===== src/rtl/olm_pkg.sv =====
`default_nettype none

package olm_pkg;

    typedef enum logic [5:0] {
        OP_ASSIGN      = 6'd0,  OP_ADD_ASSIGN  = 6'd1,  OP_SUB_ASSIGN  = 6'd2,
        OP_MUL_ASSIGN  = 6'd3,  OP_DIV_ASSIGN  = 6'd4,  OP_MOD_ASSIGN  = 6'd5,
        OP_SHL_ASSIGN  = 6'd6,  OP_SHR_ASSIGN  = 6'd7,  OP_AND_ASSIGN  = 6'd8,
        OP_OR_ASSIGN   = 6'd9,  OP_XOR_ASSIGN  = 6'd10, OP_ADD         = 6'd11,
        OP_SUB         = 6'd12, OP_MUL         = 6'd13, OP_DIV         = 6'd14,
        OP_MOD         = 6'd15, OP_SHL         = 6'd16, OP_SHR         = 6'd17,
        OP_BIT_AND     = 6'd18, OP_BIT_OR      = 6'd19, OP_BIT_XOR     = 6'd20,
        OP_LOG_AND     = 6'd21, OP_LOG_OR      = 6'd22, OP_NOT         = 6'd23,
        OP_BIT_NOT     = 6'd24, OP_DEC         = 6'd25, OP_INC         = 6'd26,
        OP_EQ          = 6'd27, OP_NE          = 6'd28, OP_LT          = 6'd29,
        OP_LE          = 6'd30, OP_GT          = 6'd31, OP_GE          = 6'd32,
        OP_QUESTION    = 6'd33, OP_COLON       = 6'd34, OP_SEMICOLON   = 6'd35,
        OP_COMMA       = 6'd36, OP_LPAREN      = 6'd37, OP_RPAREN      = 6'd38,
        OP_LBRACKET    = 6'd39, OP_RBRACKET    = 6'd40, OP_NONE        = 6'd41
    } op_code_t;

    localparam logic [7:0] CHAR_LOW  = 8'd32;
    localparam logic [8:0] CHAR_HIGH = 9'd128;
    localparam logic [1:0] MAX_LEN   = 2'd3;

    function automatic op_code_t lookup1(logic [7:0] a);
        op_code_t code;
        unique case (a)
            "=":     code = OP_ASSIGN;
            "+":     code = OP_ADD;
            "-":     code = OP_SUB;
            "*":     code = OP_MUL;
            "/":     code = OP_DIV;
            "%":     code = OP_MOD;
            "&":     code = OP_BIT_AND;
            "|":     code = OP_BIT_OR;
            "^":     code = OP_BIT_XOR;
            "!":     code = OP_NOT;
            "~":     code = OP_BIT_NOT;
            "<":     code = OP_LT;
            ">":     code = OP_GT;
            "?":     code = OP_QUESTION;
            ":":     code = OP_COLON;
            ";":     code = OP_SEMICOLON;
            ",":     code = OP_COMMA;
            "(":     code = OP_LPAREN;
            ")":     code = OP_RPAREN;
            "[":     code = OP_LBRACKET;
            "]":     code = OP_RBRACKET;
            default: code = OP_NONE;
        endcase
        return code;
    endfunction

    function automatic op_code_t lookup2(logic [7:0] a, logic [7:0] b);
        op_code_t code;
        unique case ({a, b})
            "+=":    code = OP_ADD_ASSIGN;
            "-=":    code = OP_SUB_ASSIGN;
            "*=":    code = OP_MUL_ASSIGN;
            "/=":    code = OP_DIV_ASSIGN;
            "%=":    code = OP_MOD_ASSIGN;
            "&=":    code = OP_AND_ASSIGN;
            "|=":    code = OP_OR_ASSIGN;
            "^=":    code = OP_XOR_ASSIGN;
            "<<":    code = OP_SHL;
            ">>":    code = OP_SHR;
            "&&":    code = OP_LOG_AND;
            "||":    code = OP_LOG_OR;
            "--":    code = OP_DEC;
            "++":    code = OP_INC;
            "==":    code = OP_EQ;
            "!=":    code = OP_NE;
            "<=":    code = OP_LE;
            ">=":    code = OP_GE;
            default: code = OP_NONE;
        endcase
        return code;
    endfunction

    function automatic op_code_t lookup3(logic [7:0] a, logic [7:0] b, logic [7:0] c);
        op_code_t code;
        unique case ({a, b, c})
            "<<=":   code = OP_SHL_ASSIGN;
            ">>=":   code = OP_SHR_ASSIGN;
            default: code = OP_NONE;
        endcase
        return code;
    endfunction

endpackage

`default_nettype wire


===== src/rtl/operator_longest_match.sv =====
// A last beat is held in the input register, then its result in the result register.
// Throughput: one character beat per cycle, set by the single prefix-update stage
// that reads and writes the match state in the same cycle; a last beat stalls while
// the result register is full and not taken. The result register lets a new beat
// enter while a result waits to be taken. Reset: rst_n asynchronous active low;
// clears valids and the match state (empty prefix, no operator).
`default_nettype none

module operator_longest_match (
    input  wire logic       clk,
    input  wire logic       rst_n,
    input  wire logic       char_valid,
    output logic            char_ready,
    input  wire logic [7:0] character,
    input  wire logic       last,
    output logic            result_valid,
    input  wire logic       result_ready,
    output logic [5:0]      operator_code,
    output logic [1:0]      match_length
);
    import olm_pkg::*;

    logic       s1_valid_reg;
    logic [7:0] s1_char_reg;
    logic       s1_last_reg;
    logic       s2_take;

    logic [7:0] prefix_chars_reg [2];
    logic [7:0] prefix_chars_next [2];
    logic [1:0] prefix_count_reg, prefix_count_next;
    op_code_t   best_code_reg, best_code_next;
    logic [1:0] best_length_reg, best_length_next;
    logic       match_done_reg, match_done_next;

    op_code_t   upd_code;
    logic [1:0] upd_length;
    op_code_t   found;
    logic       out_of_range;

    logic       result_valid_reg, result_valid_next;
    logic [5:0] operator_code_reg;
    logic [1:0] match_length_reg;

    assign s2_take    = s1_valid_reg && (!s1_last_reg || !result_valid_reg || result_ready);
    assign char_ready = !s1_valid_reg || s2_take;

    always_ff @(posedge clk or negedge rst_n)
    begin
        if (!rst_n)
        begin
            s1_valid_reg <= 1'b0;
        end
        else if (char_ready)
        begin
            s1_valid_reg <= char_valid;
        end
    end

    always_ff @(posedge clk)
    begin
        if (char_ready && char_valid)
        begin
            s1_char_reg <= character;
            s1_last_reg <= last;
        end
    end

    assign out_of_range = (s1_char_reg < CHAR_LOW) || ({1'b0, s1_char_reg} >= CHAR_HIGH);

    always_comb
    begin
        unique case (prefix_count_reg)
            2'd0:    found = lookup1(s1_char_reg);
            2'd1:    found = lookup2(prefix_chars_reg[0], s1_char_reg);
            2'd2:    found = lookup3(prefix_chars_reg[0], prefix_chars_reg[1], s1_char_reg);
            default: found = OP_NONE;
        endcase
    end

    always_comb
    begin
        prefix_chars_next = prefix_chars_reg;
        prefix_count_next = prefix_count_reg;
        best_code_next    = best_code_reg;
        best_length_next  = best_length_reg;
        match_done_next   = match_done_reg;
        upd_code          = best_code_reg;
        upd_length        = best_length_reg;
        if (s2_take)
        begin
            if (!match_done_reg)
            begin
                if (out_of_range || prefix_count_reg == MAX_LEN || found == OP_NONE)
                begin
                    match_done_next = 1'b1;
                end
                else
                begin
                    upd_code   = found;
                    upd_length = 2'(prefix_count_reg + 2'd1);
                    if (prefix_count_reg != 2'd2)
                    begin
                        prefix_chars_next[prefix_count_reg[0]] = s1_char_reg;
                    end
                    prefix_count_next = upd_length;
                    best_code_next    = upd_code;
                    best_length_next  = upd_length;
                end
            end
            if (s1_last_reg)
            begin
                prefix_chars_next[0] = 8'd0;
                prefix_chars_next[1] = 8'd0;
                prefix_count_next    = 2'd0;
                best_code_next       = OP_NONE;
                best_length_next     = 2'd0;
                match_done_next      = 1'b0;
            end
        end
    end

    always_ff @(posedge clk or negedge rst_n)
    begin
        if (!rst_n)
        begin
            prefix_chars_reg[0] <= 8'd0;
            prefix_chars_reg[1] <= 8'd0;
            prefix_count_reg    <= 2'd0;
            best_code_reg       <= OP_NONE;
            best_length_reg     <= 2'd0;
            match_done_reg      <= 1'b0;
        end
        else
        begin
            prefix_chars_reg <= prefix_chars_next;
            prefix_count_reg <= prefix_count_next;
            best_code_reg    <= best_code_next;
            best_length_reg  <= best_length_next;
            match_done_reg   <= match_done_next;
        end
    end

    always_comb
    begin
        result_valid_next = result_valid_reg && !result_ready;
        if (s2_take && s1_last_reg)
        begin
            result_valid_next = 1'b1;
        end
    end

    always_ff @(posedge clk or negedge rst_n)
    begin
        if (!rst_n)
        begin
            result_valid_reg <= 1'b0;
        end
        else
        begin
            result_valid_reg <= result_valid_next;
        end
    end

    always_ff @(posedge clk)
    begin
        if (s2_take && s1_last_reg)
        begin
            operator_code_reg <= upd_code;
            match_length_reg  <= upd_length;
        end
    end

    assign result_valid  = result_valid_reg;
    assign operator_code = operator_code_reg;
    assign match_length  = match_length_reg;

`ifndef NO_ASSERTIONS
    a_len_matches_code: assert property (@(posedge clk) disable iff (!rst_n)
        result_valid |-> ((match_length == 2'd0) == (operator_code == OP_NONE)))
        else $error("match length disagrees with operator code");

    a_code_in_range: assert property (@(posedge clk) disable iff (!rst_n)
        result_valid |-> (operator_code <= OP_NONE))
        else $error("operator code out of range");

    a_best_tracks_prefix: assert property (@(posedge clk) disable iff (!rst_n)
        best_length_reg == prefix_count_reg)
        else $error("best length differs from prefix count");

    a_clear_after_last: assert property (@(posedge clk) disable iff (!rst_n)
        (s2_take && s1_last_reg) |=>
            (prefix_count_reg == 2'd0 && !match_done_reg && best_code_reg == OP_NONE))
        else $error("match state not cleared after last beat");

    a_no_take_when_blocked: assert property (@(posedge clk) disable iff (!rst_n)
        (s1_valid_reg && s1_last_reg && result_valid_reg && !result_ready) |-> !s2_take)
        else $error("last beat taken while result register is full");
`endif

endmodule

`default_nettype wire


===== config.mk =====
export PLATFORM = sky130hd
export DESIGN_NAME = operator_longest_match
export DESIGN_NICKNAME = d
export VERILOG_FILES = /design/src/rtl/olm_pkg.sv /design/src/rtl/operator_longest_match.sv
export SDC_FILE = /design/constraint.sdc
export NUM_CORES = 1
export LEC_CHECK = 0
export ABC_AREA = 1
export BUFFER_PORTS_ARGS = -buffer_cell sky130_fd_sc_hd__buf_2
export CORE_ASPECT_RATIO = 0.7
export CORE_MARGIN = 2
export CORE_UTILIZATION = 40
export DETAILED_ROUTE_END_ITERATION = 8
export GPL_ROUTABILITY_DRIVEN = 0
export PLACE_DENSITY = 0.68
export SYNTH_ARGS = -nofsm -noshare
export SYNTH_HDL_FRONTEND = slang
export SYNTH_SLANG_ARGS = --single-unit

===== constraint.sdc =====
create_clock -name clk -period 2.22 [get_ports clk]
set_input_delay 0.111 -clock clk [delete_from_list [all_inputs] [get_ports clk]]
set_output_delay 0.111 -clock clk [all_outputs]
set_load 0.005 [all_outputs]

# ---- Word-level counts from Yosys, hierarchy flattened
# Index checks and enable logic that the tools add are counted.
dict set report classes {
  n_addsub 1
  n_lt_le_gt_ge 4
  n_eq_ne 48
  muxes 26
  n_bitwise 1
  n_reduce_logical 19
}
# cell n
set op_table {}
lappend op_table {{$eq 16x14->1 const B} 15}
lappend op_table {{$eq 8x6->1 const B} 16}
lappend op_table {{$pmux 6 s21} 1}
lappend op_table {{$pmux 6 s18} 1}
lappend op_table {{$mux 16} 4}
lappend op_table {{$eq 16x15->1 const B} 3}
lappend op_table {{$eq 24x22->1 const B} 2}
lappend op_table {{$eq 8x7->1 const B} 5}
lappend op_table {{$mux 6} 4}
lappend op_table {{$pmux 6 s3} 1}
lappend op_table {{$bwmux 16} 1}
lappend op_table {{$mux 2} 7}
lappend op_table {{$pmux 6 s2} 1}
lappend op_table {{$demux 8 s1} 1}
lappend op_table {{$ge 8x8->1 const B} 1}
lappend op_table {{$lt 8x6->1 const B} 1}
lappend op_table {{$mux 8} 1}
lappend op_table {{$eq 6x6->1 const B} 1}
lappend op_table {{$logic_or 1x1->1} 6}
lappend op_table {{$ne 2x2->1 const B} 3}
lappend op_table {{$logic_and 1x1->1} 5}
lappend op_table {{$eq 2x2->1 const B} 2}
lappend op_table {{$logic_not 1->1} 4}
lappend op_table {{$mux 1} 4}
lappend op_table {{other kinds (9)} 9}
dict set report word_totals {
  register_bits 46
  in_bits 13
}

# ---- Depth between registers and ports, before layout
# Gate-level depths: netlist (run 1).
dict set report logic_depth {
  ltp_word 10
  mapped_depth 23
}

# ---- Least setup slack after synthesis (run 1)
# OpenSTA, ideal clock, no wires.
dict set report synth_timing {
  kind {register -> register}
  from {register s1_char_reg[3]}
  to {register prefix_chars_reg[2] (netlist bit)}
  setup_ps 118
  arrival_ps 2198
  path_slack_ps -96
  stages_incl_launch_ff 21
  n_path_buf 4
  period_less_slack_ps 2316
  cell_sequence {edfxtp_1 > buf_4 > nand2_2 > nor2_4 > nand2_4 > buf_12 > nor2_4 > nor2_1 > nand2_1 > nor2_2 > nand3_2 > a21boi_2 > nor2_4 > nor2_2 > nand2_4 > nand2_4 > nand2_4 > buf_8 > buf_12 > nand4_1 > nand2_1}
}
dict set report synth_between {
  elab_chain_len 7
}
# element line
set synth_lines {}
lappend synth_lines {{start, declared} operator_longest_match.sv:24} ;# logic [7:0] s1_char_reg;
lappend synth_lines {{start signal, assigned} operator_longest_match.sv:63} ;# s1_char_reg <= character;
lappend synth_lines {{$eq 16x14->1 (tied with other cells)} olm_pkg.sv:57} ;# unique case ({a, b})
lappend synth_lines {{$pmux 6 s18 (tied with other cells)} olm_pkg.sv:57}
lappend synth_lines {{$pmux 6 s3} operator_longest_match.sv:72} ;# unique case (prefix_count_reg)
lappend synth_lines {{$eq 6x6->1} operator_longest_match.sv:93} ;# if (out_of_range || prefix_count_reg == MAX_LEN || found == OP_NONE)
lappend synth_lines {{$logic_or 1x1->1 (*)} operator_longest_match.sv:93}
lappend synth_lines {{$ne 2x2->1 (no line) (*)} n/a}
lappend synth_lines {{$reduce_and 4->1 (no line) (*)} n/a}
lappend synth_lines {{end signal, assigned} operator_longest_match.sv:135} ;# prefix_chars_reg <= prefix_chars_next;
lappend synth_lines {{end, declared} operator_longest_match.sv:28} ;# logic [7:0] prefix_chars_reg [2];
# Every way passes the cells marked *; elsewhere a longest branch is shown, timed or not.
# A chain may end at the register's enable or synchronous reset.

# ---- Worst setup path in the final report (run 1)
dict set report layout_timing {
  from {register s1_char_reg[2]}
  to {register prefix_chars_reg[9] (netlist bit)}
}
# The elaborated chain is that of the path after synthesis.

==> results by group, run 1 <==
Floorplan
  – IO Count: 23
  – Die area: ~8400 um2
  – Core area: 7352 um2
  – Die Y: between 70 and 80 um
  – Cell Rows: 26
  – Initial Util: 41.73%
  – Die X: 108.7 um

Clock network
  – CTS root buf: clkbuf_8
  – Worst-skew pair later-pin latency: between 300 and 400 ps
  – Clock-pin slew on the worst setup and hold paths: approximately 100 ps
  – Clock Path Buffers: 2
  – CTS sink cnt: 46
  – CTS buffer count: 5
  – CTS tree: yes
  – # H-tree levels: 2

Timing
  – Worst Skew: about 15 ps
  – Worst Tran Pin Value: approximately 670 ps
  – Max-slew violation count: 0
  – Fin. Hold Viols: 0
  – Fmax: around 390 MHz
  – Final setup fails: 35
  – Minimum clock period: between 2000 and 3000 ps
  – Unrepaired setup endpoints after global routing: yes
  – Tcrit/Tclk final: 115.4%
  – Final setup margin: -342.2 ps
  – Slew HR: between 50% and 60%

Synthesis
  – Synth Area in Adders: 1.631%
  – Cell Area, Synth: between 3000 and 4000 um2
  – Main flop type after synthesis: dfrtp_1
  – Largest family of logic cells by synthesized area: simple AND/OR/NAND/NOR gates
  – Seq/Total Area, Yosys: 40.42%
  – Mux contribution to synthesized area: 0%
  – Async SR Flop Fraction: between 60 and 70%
  – Syn Area/Cell: between 7 and 8 um2
  – Post-Syn Nets: 435
  – Xor/xnor cell area share of the yosys netlist: 0%
  – Synth Area in Simple Gates: between 40 and 50%
  – Complex-gate fraction of the synthesized area: roughly 5.7%
  – Synth Warn #: 0
  – Post-synth EDFFs: 17
  – Synth unique cells: 36
  – #FFs+latches synth: between 40 and 50
  – Mapped Cells: between 400 and 500

Setup path
  – Worst path most repeated cell: nand2_1
  – Reg-to-reg endpoint: prefix_chars_reg[9]$_DFFE_PN0P_
  – CP cell instances: nand2_4, buf_4, inv_1, nand2_1, nor2_1, nor2_1, nand2_1, nor2_1, nand3_1, nand2_1, nand2_1, nand2_2, nor2_4, nor2_4, nand2_4, nand2_4, nand2_8, buf_12, nand4_1, nand2_1
  – Maximum fanout along the worst path: 5
  – Critical path's largest stage delay: about 500 ps
  – Worst path arrival time: ~2800 ps
  – Req. time, crit path: ~2400 ps
  – Critical Path Start Type: flip-flop
  – Worst r2r path cells: 20
  – CP Class: reg -> reg
  – Critical path capture point type: flip-flop
  – Reg2reg start: s1_char_reg[2]$_DFFE_PP_
  – Slowest-stage cell, CP: edfxtp_1
  – R2R setup slack: -340 ps

Drt
  – Via Count: approximately 3100
  – Residual DRC: 0
  – Final wirelength: 8157 um
  – DRT antenna net count: 0
  – Pre-Repair DR Iteration Count: 5
  – Wire length per cell: ~13 um
  – DR iter-0 viols: between 200 and 300
  – Vias per cell: approximately 4.9

Power and ir drop
  – Total power: between 0.003 and 0.004 W
  – Pleak: about 2.1 nW
  – Pwr/cell area: approximately 800 nW/um2
  – Maximum vdd drop: between 0.4 and 0.5 mV

Global route
  – Initial antenna violation count: 0
  – Remaining Overflow, GRT: 0
  – Global-route wire length before repair: between 10000 and 15000 um
  – Largest net degree at the start of global routing: 30
  – Vias in the first global route: ~2800
  – All-Layer GR Usage: 19.74%

Status
  – Outcome: finished, violations left
  – Failing checks: negative setup slack

Worst hold path
  – WHS Path Cells: 3
  – Worst Hold Launch: char_valid
  – HP Class: in -> reg
  – Hold EP: s1_valid_reg$_DFFE_PN0N_

Cells and area
  – Fraction of layout cells with a size suffix above 1: approximately a third
  – Fin area: 4133 um2
  – # diodes: 0
  – Max reg flops: 16
  – Area growth syn-to-layout: 34.71%
  – Final layout net count: about 540
  – Final Core Density: 56.21%

Placed design
  – Placement Cell Area: 3672 um2
  – Setup WS pre-CTS: -333.7 ps
  – PortBufs: 22
  – HPWL after detailed placement: between 6000 and 7000 um

Flow run
  – Max-Cap Viols: 0
[repair_timing]
action | 4_1_cts | 5_1_grt
cloned | 0 | 3
resized for setup | 20 | 21
hold buffers | 10 | 0
buffers inserted | 4 | 5
hold endpoints to repair | 35 | 0
pin swaps | 5 | 13
setup endpoints to repair | 35 | 35
[cells in the final DEF (no fill, tap or decap), drive strengths merged, types with 4 or more instances in the layout]
cell,count
nand2,142
nor2,92
buf,90
inv,41
nand3,33
dfrtp,26
edfxtp,17
o21ai,16
nand4,15
dlygate4sd3,10
clkbuf,8
a21oi,7
ha,4
[final cells by class]
class                   count  area, um2
well taps                  98      122.6
clock inverters             2      13.76
inverters                  40      152.6
repair buffers            102      822.0
multi-input cells         325       1687
clock buffers               6      93.84
flip-flops and latches     46       1241
fillers                   690       3219
[synthesized netlist by cell type (all sizes together) (4+ instances only)]
library cell / count / share of area, %
a21oi: 7 / 1.4
nor2: 91 / 14
nand3: 33 / 6.0
ha: 4 / 1.6
nand2: 142 / 19
edfxtp: 17 / 17
buf: 8 / 3.3
nand4: 15 / 3.1
o21ai: 16 / 3.0
dfrtp: 26 / 21
inv: 40 / 4.9
[routing by layer]
metal	vias to the layer above	global-route usage, %	share of wire (%)	wire (um)
li1	1555	-	-	-
met1	1372	29.63	47	3870
met2	104	28.44	44	3583
met3	21	3.912	6.4	523
met4	0	5.897	2.2	180
met5	-	0	0	0
[through the flow]
step | std cells | setup TNS [ps] | hold slack [ps]
global route | 619 | -14960 | 31.73
global placement | 589 | -7868 | 184.9
detailed placement | 589 | -9197 | 186.0
floorplan | 418 | -485.3 | -184.6
finish | 619 | -9874 | 2.778
CTS | 611 | -7449 | 3.651
[critical path, delay by kind of cell (launching register included)]
family / cells / cell delay (ps)
buf+inv: 3 / 320
flops: 1 / 500
simple gates: 17 / 1600
[logic make-up (layout without fill, tap and decap cells)]
family	Yosys count	after routing
adder cells (fa/ha/maj)	4	4
AND/OR/NAND/NOR	292	293
buffers and inverters	48	150
AO/OA/AOI/OAI	28	28
flip-flops	46	46
[worst max path at each step]
stage | start | endpoint | slack [ps] | cells past startpoint
after CTS | s1_char_reg[3]$_DFFE_PP_ | prefix_chars_reg[11]$_DFFE_PN0P_ | -290 | 20
after floorplan | s1_char_reg[2]$_DFFE_PP_ | prefix_chars_reg[2]$_DFFE_PN0P_ | -50 | 21
after global placement | s1_char_reg[7]$_DFFE_PP_ | prefix_chars_reg[8]$_DFFE_PN0P_ | -330 | 19
final | s1_char_reg[2]$_DFFE_PP_ | prefix_chars_reg[9]$_DFFE_PN0P_ | -340 | 20
after detailed placement | s1_char_reg[0]$_DFFE_PP_ | prefix_chars_reg[8]$_DFFE_PN0P_ | -330 | 18
after global routing | s1_char_reg[2]$_DFFE_PP_ | prefix_chars_reg[11]$_DFFE_PN0P_ | -480 | 20
[power by group]
group | total (W) | switching (W) | internal [W]
sequential | 0.00123 | 0.000139 | 0.00109
combinational | 0.00147 | 0.000813 | 0.000654
clock | 0.000598 | 0.000306 | 0.000292
(Power assumes the default switching activity.)
==> run 2: changes to the inputs <==
--- a/config.mk
+++ b/config.mk
@@ -9,10 +9,10 @@
 export BUFFER_PORTS_ARGS = -buffer_cell sky130_fd_sc_hd__buf_2
 export CORE_ASPECT_RATIO = 0.7
 export CORE_MARGIN = 2
-export CORE_UTILIZATION = 40
+export CORE_UTILIZATION = 55
 export DETAILED_ROUTE_END_ITERATION = 8
 export GPL_ROUTABILITY_DRIVEN = 0
-export PLACE_DENSITY = 0.68
+export PLACE_DENSITY = 0.86
 export SYNTH_ARGS = -nofsm -noshare
 export SYNTH_HDL_FRONTEND = slang
 export SYNTH_SLANG_ARGS = --single-unit
==> results by group, run 2 (synthesis gave the netlist of run 1 again) <==
Setup path
  – Critical path capture point type: flip-flop
  – Req. time, crit path: approximately 2500 ps
  – Worst path arrival time: around 3000 ps
  – Slowest-stage cell, CP: edfxtp_1
  – WP buf/inv: 2
  – Worst setup startpoint: s1_char_reg[6]$_DFFE_PP_
  – Critical Path Start Type: flip-flop
  – Critical path's largest stage delay: 460 ps
  – Worst path most repeated cell: nand2_1
  – CP Class: reg -> reg
  – Reg2reg start: s1_char_reg[6]$_DFFE_PP_
  – CP cell instances: buf_4, nand2_1, nor2_1, o21ai_0, nand2_1, nor2_1, nand3_1, nand2_1, nand2_1, nand2_2, nor2_4, nor2_4, nand2_4, nand2_4, nand2_8, buf_4, nand3_4, nand2_1, nand2_1
  – Maximum fanout along the worst path: 8
  – CP top delay family: simple AND/OR/NAND/NOR gates

Floorplan
  – Die X: 93.27 um
  – Initial Util: 57.75%
  – Core area: 5313 um2
  – Cell Rows: 22
  – Die area: ~6200 um2
  – IO Count: 23
  – Die Y: approximately 66 um

Clock network
  – CTS buffer count: 5
  – # H-tree levels: 2
  – CTS tree: yes
  – Clock-pin slew on the worst setup and hold paths: 90 ps
  – CTS sink cnt: 46
  – CTS root buf: clkbuf_8
  – Worst-skew pair later-pin latency: between 300 and 400 ps
  – Clock Path Buffers: 2

Timing
  – Worst Skew: just under 10 ps
  – Max-slew violation count: 0
  – Fmax: approximately 360 MHz
  – Tcrit/Tclk final: 125.3%
  – Worst Tran Pin Value: 646.4 ps
  – Slew HR: 56.91%
  – Fin. Hold Viols: 0
  – Final setup fails: 35
  – Minimum clock period: roughly 2800 ps
  – Final setup margin: -561.9 ps
  – Unrepaired setup endpoints after global routing: yes
  – Final setup TNS: -16650 ps

Drt
  – Via Count: ~3400
  – Vias per cell: between 5 and 6
  – DRT antenna net count: 0
  – Residual DRC: 0
  – DR iter-0 viols: 354
  – Final wirelength: roughly 9900 um
  – Wire length per cell: ~17 um
  – Pre-Repair DR Iteration Count: 7

Worst hold path
  – HP Class: in -> reg
  – Worst Hold Launch: char_valid

Power and ir drop
  – Reg power frac: roughly 36%
  – P_int: 0.002002 W
  – Switching share of power: 41.02%
  – Clk network pwr share: between 10% and 20%
  – Pleak: approximately 2.0 nW
  – Maximum vdd drop: roughly 0.49 mV
  – Combinational share of power: a little under half
  – Pwr/cell area: just over 800 nW/um2
  – Net switching power: roughly 0.0014 W

Global route
  – Vias in the first global route: around 3200
  – Initial antenna violation count: 0
  – Global-route wire length before repair: between 10000 and 15000 um
  – Remaining Overflow, GRT: 0
  – Largest net degree at the start of global routing: 30
  – All-Layer GR Usage: between 30 and 40%

Placed design
  – Placement Cell Area: 3580 um2
  – PortBufs: 22
  – HPWL after detailed placement: approximately 6000 um

Cells and area
  – Commonest non-fill, non-tap cell in the layout: nand2_1
  – Commonest non-fill, non-tap cells in the layout: nand2_1, nor2_1, buf_4
  – Fin area: between 4000 and 5000 um2
  – Area growth syn-to-layout: 35.07%
  – Max reg flops: 16
  – # diodes: 0
  – Fraction of layout cells with a size suffix above 1: 36.68%
  – Fillers: roughly 340
  – Final layout net count: 534

Status
  – Failing checks: negative setup slack
  – Outcome: finished, violations left

Flow run
  – Max-Cap Viols: 0
[run 2: timing repair]
item | in CTS | in global routing
hold buffers | 10 | 0
pin swaps | 17 | 25
setup buffers | 7 | 8
endpoints found under the setup margin | 35 | 35
gates resized for setup | 37 | 32
gates cloned | 2 | 1
endpoints found under the hold margin | 35 | 0
[run 2: worst register-to-register path: cells and delay by family (launching register included)]
| family | cells | cell delay, ps |
|---|---|---|
| AOI/OAI and AO/OA | 1 | 280 |
| and+or+nand+nor | 16 | 1620 |
| buffers and inverters | 2 | 370 |
| DFF | 1 | 460 |
[run 2: final timing paths]
| path | slack [ps] | depth (start not counted) | to |
|---|---|---|---|
| max | -560 | 19 | prefix_chars_reg[2]$_DFFE_PN0P_ |
| min | 10 | 3 | s1_valid_reg$_DFFE_PN0N_ |
| max reg2reg | -560 | 19 | prefix_chars_reg[2]$_DFFE_PN0P_ |
| min reg2reg | 490 | 2 | prefix_chars_reg[5]$_DFFE_PN0P_ |
| max in group asynchronous | 1440 | 2 | prefix_chars_reg[0]$_DFFE_PN0P_ |
| min in group asynchronous | 350 | 2 | prefix_chars_reg[9]$_DFFE_PN0P_ |
[run 2: per-stage QoR]
stage / setup slack (ps) / power (W) / utilization [%] / hold slack (ps) / instances
after floorplan: -54.17 / 0.002044 / - / -184.6 / 418
final: -561.9 / 0.003395 / 78.00 / 14.96 / 590
after global routing: -652.0 / 0.003570 / 78.00 / 14.56 / 590
after CTS: -321.5 / 0.003212 / 75.04 / 12.51 / 581
after global placement: -270.3 / 0.002412 / 67.38 / 158.5 / 555
after detailed placement: -426.8 / 0.002502 / 67.38 / 168.1 / 555
[run 2: area by class of cell]
class	instances	area (um2)	area share (%)
clock buffer	5	68.82	1.661
sequential	46	1240	29.92
inverter	40	150.1	3.623
clock inverter	3	20.02	0.4831
timing repair buffer	99	795.8	19.20
multi-input combinational	325	1779	42.93
tap	72	90.09	2.174
[run 2: power groups by stage]
stage / sequential, W / clock, W / combinational [W]
after floorplan: 0.00121 / 0 / 0.000838
after global placement: 0.00122 / 0 / 0.00120
after detailed placement: 0.00123 / 0 / 0.00127
after CTS: 0.00122 / 0.000526 / 0.00147
after global routing: 0.00124 / 0.000567 / 0.00176
final: 0.00123 / 0.000536 / 0.00163
[run 2: layer usage]
metal | GRT usage, % | up-vias | wire (um)
li1 | - | 1544 | -
met1 | 37.23 | 1559 | 3667
met2 | 53.69 | 216 | 4624
met3 | 7.805 | 77 | 954
met4 | 13.97 | 0 | 663
met5 | 0 | - | 0
